<file path="src/skt_pkg.sv">
// Package for the sorted key table: sizes, operation and status codes, and
// the structs passed between the controller, the cell row and the collector.
// Depends on nothing.
package skt_pkg;

  localparam int CAPACITY = 256;
  localparam int KEY_W    = 32;
  localparam int PAY_W    = 32;

  // Wide enough to hold any position and the count itself.
  localparam int POS_W = $clog2(CAPACITY + 1);
  // Register levels in the collection tree.
  localparam int DEPTH = $clog2(CAPACITY);
  localparam int CNT_W = $clog2(DEPTH + 1);

  typedef enum logic [2:0] {
    OP_LOOKUP = 3'd0,
    OP_INSERT = 3'd1,
    OP_REMOVE = 3'd2,
    OP_READ   = 3'd3,
    OP_WRITE  = 3'd4,
    OP_CLEAR  = 3'd5
  } op_t;

  typedef enum logic [2:0] {
    STS_OK        = 3'd0,
    STS_NOT_FOUND = 3'd1,
    STS_DUPLICATE = 3'd2,
    STS_FULL      = 3'd3,
    STS_RANGE     = 3'd4
  } status_t;

  typedef struct packed {
    logic [KEY_W-1:0] key;
    logic [PAY_W-1:0] pay;
  } entry_t;

  // What a selected cell offers to the collector; unselected cells give zero.
  typedef struct packed {
    logic             any;
    logic             hit;
    logic [POS_W-1:0] pos;
    logic [KEY_W-1:0] key;
    logic [PAY_W-1:0] pay;
  } leaf_t;

  // Command broadcast from the controller to every cell.
  typedef struct packed {
    logic             cmp_en;
    logic             ins_en;
    logic             rem_en;
    logic             wr_en;
    logic             by_index;
    logic [POS_W-1:0] pos;
    logic [POS_W-1:0] count;
    entry_t           ent;
  } cmd_t;

endpackage

</file>
<file path="src/skt_cell.sv">
// One cell of the sorted key table: holds one entry, compares it with the
// broadcast key and shifts entries to or from its neighbours.
// Depends on skt_pkg.
module skt_cell import skt_pkg::*; (
  input  logic             clk,
  input  cmd_t             cmd,
  input  logic [POS_W-1:0] cell_index,
  input  entry_t           left_ent,
  input  entry_t           right_ent,
  input  logic             left_lt,
  output entry_t           ent,
  output logic             lt,
  output leaf_t            leaf
);

  logic eq;
  logic valid;
  logic sel;

  assign valid = cell_index < cmd.count;

  always_ff @(posedge clk) begin
    if (cmd.cmp_en) begin
      lt <= valid && (ent.key < cmd.ent.key);
      eq <= (ent.key == cmd.ent.key);
    end
  end

  always_ff @(posedge clk) begin
    priority if (cmd.ins_en && (cell_index > cmd.pos)) begin
      ent <= left_ent;
    end else if (cmd.ins_en && (cell_index == cmd.pos)) begin
      ent <= cmd.ent;
    end else if (cmd.rem_en && (cell_index >= cmd.pos)) begin
      ent <= right_ent;
    end else if (cmd.wr_en && (cell_index == cmd.pos)) begin
      ent.pay <= cmd.ent.pay;
    end else begin
      ent <= ent;
    end
  end

  // The keys below the count are sorted, so the less-than flags form a
  // thermometer; the search boundary is where the left flag is set and ours
  // is not.
  assign sel = cmd.by_index ? (cell_index == cmd.pos) : (left_lt && !lt);

  always_comb begin
    leaf = '0;
    if (sel) begin
      leaf.any = 1'b1;
      leaf.hit = valid && eq;
      leaf.pos = cell_index;
      leaf.key = ent.key;
      leaf.pay = ent.pay;
    end
  end

endmodule

</file>
<file path="config.mk">
export PLATFORM = sky130hd
export DESIGN_NAME = skt_cell
export DESIGN_NICKNAME = d
export VERILOG_FILES = /design/src/skt_pkg.sv /design/src/skt_cell.sv
export SDC_FILE = /design/constraint.sdc
export NUM_CORES = 1
export LEC_CHECK = 0
export BUFFER_PORTS_ARGS = -buffer_cell sky130_fd_sc_hd__buf_2
export CORE_AREA = 2 2 142 144
export DETAILED_ROUTE_END_ITERATION = 6
export DIE_AREA = 0 0 144 146
export GPL_TIMING_DRIVEN = 0
export PLACE_DENSITY = 0.66
export SLEW_MARGIN = 20
export SYNTH_ARGS = -nofsm -noshare
export SYNTH_HDL_FRONTEND = slang
export SYNTH_SLANG_ARGS = --single-unit
</file>
<file path="constraint.sdc">
create_clock -name clk -period 5.6 [get_ports clk]
set_clock_uncertainty 0.15 [all_clocks]
set_input_delay 1.12 -clock clk [delete_from_list [all_inputs] [get_ports clk]]
set_output_delay 1.12 -clock clk [all_outputs]
set_load 0.05 [all_outputs]
</file>
==> qor.csv <==
metric;value;unit
initial core utilization;28.1;%
kind of end point of the critical path;output port;
most frequent cell after synthesis;nor2b_1;
# DRC;0;
Die X;144;um
Seq/Total Area, Yosys;36.5;%
startpoint types;input port;
Worst EP arrival;3.53;ns
postcts setup bufs;0;
drt pass-1 iters;5;
Synth top area share;36.5;%
Routed Antenna Nets;0;
H-tree Lvls;3;
CTS clock-pin slew for the worst setup and hold paths;0.05;ns
gpl congestion;0.902;
core area;19300;um^2
P_sw;1.00;mW
RSZ-0062 raised after global routing;no;
Clk network pwr share;24.7;%
final hold vios;0;
Power Density;290;nW/um^2
Layout area overhead;45.5;%
HP Class;reg2reg;
Syn Area/Cell;9.05;um^2
Post-Syn Nets;876;
root buffer cell;clkbuf_16;
DP HPWL;18700;um
CP delay by family, top;buffers and inverters;
largest area contributor in the netlist;edfxtp_1;
CP max stage delay;0.68;ns
Yosys reg bits;66;
synth unique cells;42;
final slew viol count;0;
drt first-iter violations;466;
Combinational Power Share;44.0;%
Switching Fraction;43.7;%
total CTS buffers;9;
CTS tree;built;
max-slew headroom at the worst pin;42.3;%
initial antenna violation count;1;
crit path max fanout;10;
crit path max-delay cell type;clkbuf_1;
setup_tns;0;ns
maxcap violations;0;
dominant cells by area after synthesis;edfxtp_1 (36%), ha_1 (11%), nor2b_1 (7.9%);
status;finished clean;
final setup violation count;0;
Sink Count;66;
number of enable flip-flop cells after synthesis;66;
Fill cells;2018;
Pint;1.29;mW
clk_lat worst skew;0.34;ns
Via density;5.07;
wire per inst;18.9;um
fin crit period;4.80;ns
P_leak;3.78;nW
FFs w/ async S/R, synth;0;%
Max Fclk;208;MHz
clock tree buffer depth;2;
most frequent cells after synthesis;nor2b_1 (69), nor3_1 (68), edfxtp_1 (66);
CP dominant cell by count;buf_2;
final net count;1253;
Ys Warns;0;
IO Count;366;
grt total ovfl;0;
largest net degree at the start of global routing;33;
DIE AREA;21000;um^2
sequential cell fraction of total power;31.3;%
Die Ht;146;um
Tot Pwr;2.29;mW
Post-Route WL;23600;um
Mapped Cells;601;
Hold Buf Count CTS;0;
# rows;51;
Buf+Inv Stages, Crit Path;4;
Tcrit/Tclk final;85.8;%
fraction of layout cells with a size suffix above 1;43.6;%
WP data required;4.33;ns
maximum VDD drop;0.000133;V
post-CTS sizing;0;
global-route wire length before repair;33900;um
crit path kind;in2out;
Syn Std Cell Area;5440;um^2
Worst Max-Slew Pin Slew;0.866;ns
Most used DFF post-synth;edfxtp_1;
number of global-route vias before repair;5965;
vias;6331;
Port Buffer Count;365;
crit path cell chain;buf_2 > ha_1 > and4_4 > and3_4 > a21oi_2 > buf_4 > clkbuf_1 > and2b_1 > buf_2;
Total GRT Usage;21.3;%
[final cells by class]
type / instances / area (um^2) / share of cell area (%)
clock inverters: 4 / 43.8 / 0.554
repair buffers: 366 / 1850 / 23.4
clock buffers: 11 / 233 / 2.94
well taps: 265 / 332 / 4.19
multi-input cells: 430 / 2920 / 36.9
diodes: 1 / 2.50 / 0.0316
plain buffers: 54 / 354 / 4.48
flip-flops and latches: 66 / 1980 / 25.1
inverters: 51 / 191 / 2.42
[state kept, by name, indices dropped and copies added, names as in the netlist]
signal	count
ent	64
eq	1
lt	1
[worst reg2reg max path: stages (launching register included)]
cell and delay, ns:
edfxtp_1 0.43, ha_1 0.33, a21oi_1 0.15, o21ai_0 0.11, a221oi_1 0.54, o32ai_1 0.33
nor4_1 0.24
[cells by family after synthesis]
logic type / synth area share [%]
and+or+nand+nor: 22.0
AOI/OAI and AO/OA: 20.2
buffers and inverters: 10.0
DFF: 36.5
adders and majority gates: 11.3
[stage by stage]
stage	instance area, um^2	cells	setup WS (ns)	util (%)	hold WS, ns
floorplan	5440	601	0.763	-	0.996
global placement	7590	1231	-0.901	39.3	0.726
detailed placement	7630	1232	0.766	39.5	0.747
CTS	7910	1247	0.761	40.9	0.761
global route	7910	1248	0.710	40.9	0.794
finish	7910	1248	0.795	40.9	0.751
[metal layers]
metal  track usage (%)  part of all wire (%)  vias to the layer above
li1                  -                     -                     3014
met2              35.6                    48                      308
met4              7.16                   2.4                        0
met3              3.13                   6.6                       37
met1              28.0                    43                     2972
met5                 0                     0                        -
[power by group through the flow]
stage	Combinational (mW)	Clock [mW]	Sequential [mW]
after CTS	1.01	0.576	0.717
after global placement	0.996	0	0.727
after floorplan	0.424	0	0.984
final	1.01	0.565	0.717
after global routing	1.08	0.592	0.725
after detailed placement	1.01	0	0.725
[worst paths after layout]
path	from	to	slack, ns	cells after the start
setup / recovery	cell_index[8]	leaf[27]	0.80	9
hold / removal	ent[33]$_DFFE_PP_	eq$_DFFE_PP_	0.75	3
setup reg to reg	ent[43]$_DFFE_PP_	lt$_DFFE_PP_	3.13	6
hold reg to reg	ent[33]$_DFFE_PP_	eq$_DFFE_PP_	0.75	3
[layout by cell type (no fill, tap or decap), types with 3 or more instances in the layout]
master and count:
nand4_1 7, and2b_1 4, clkbuf_16 9, clkbuf_1 13, a32oi_1 32, and4_1 5, nor2b_1 69, buf_2 387
nor3_1 68, nor2_1 6, o21ai_0 33, o21ai_1 7, a21o_1 11, nand3_1 32, a211oi_1 3, nand2_1 5
edfxtp_1 66, ha_1 49, a21oi_1 45, a31oi_1 32, inv_1 51, buf_6 13, buf_4 6
Power figures use the tool's default switching activity.
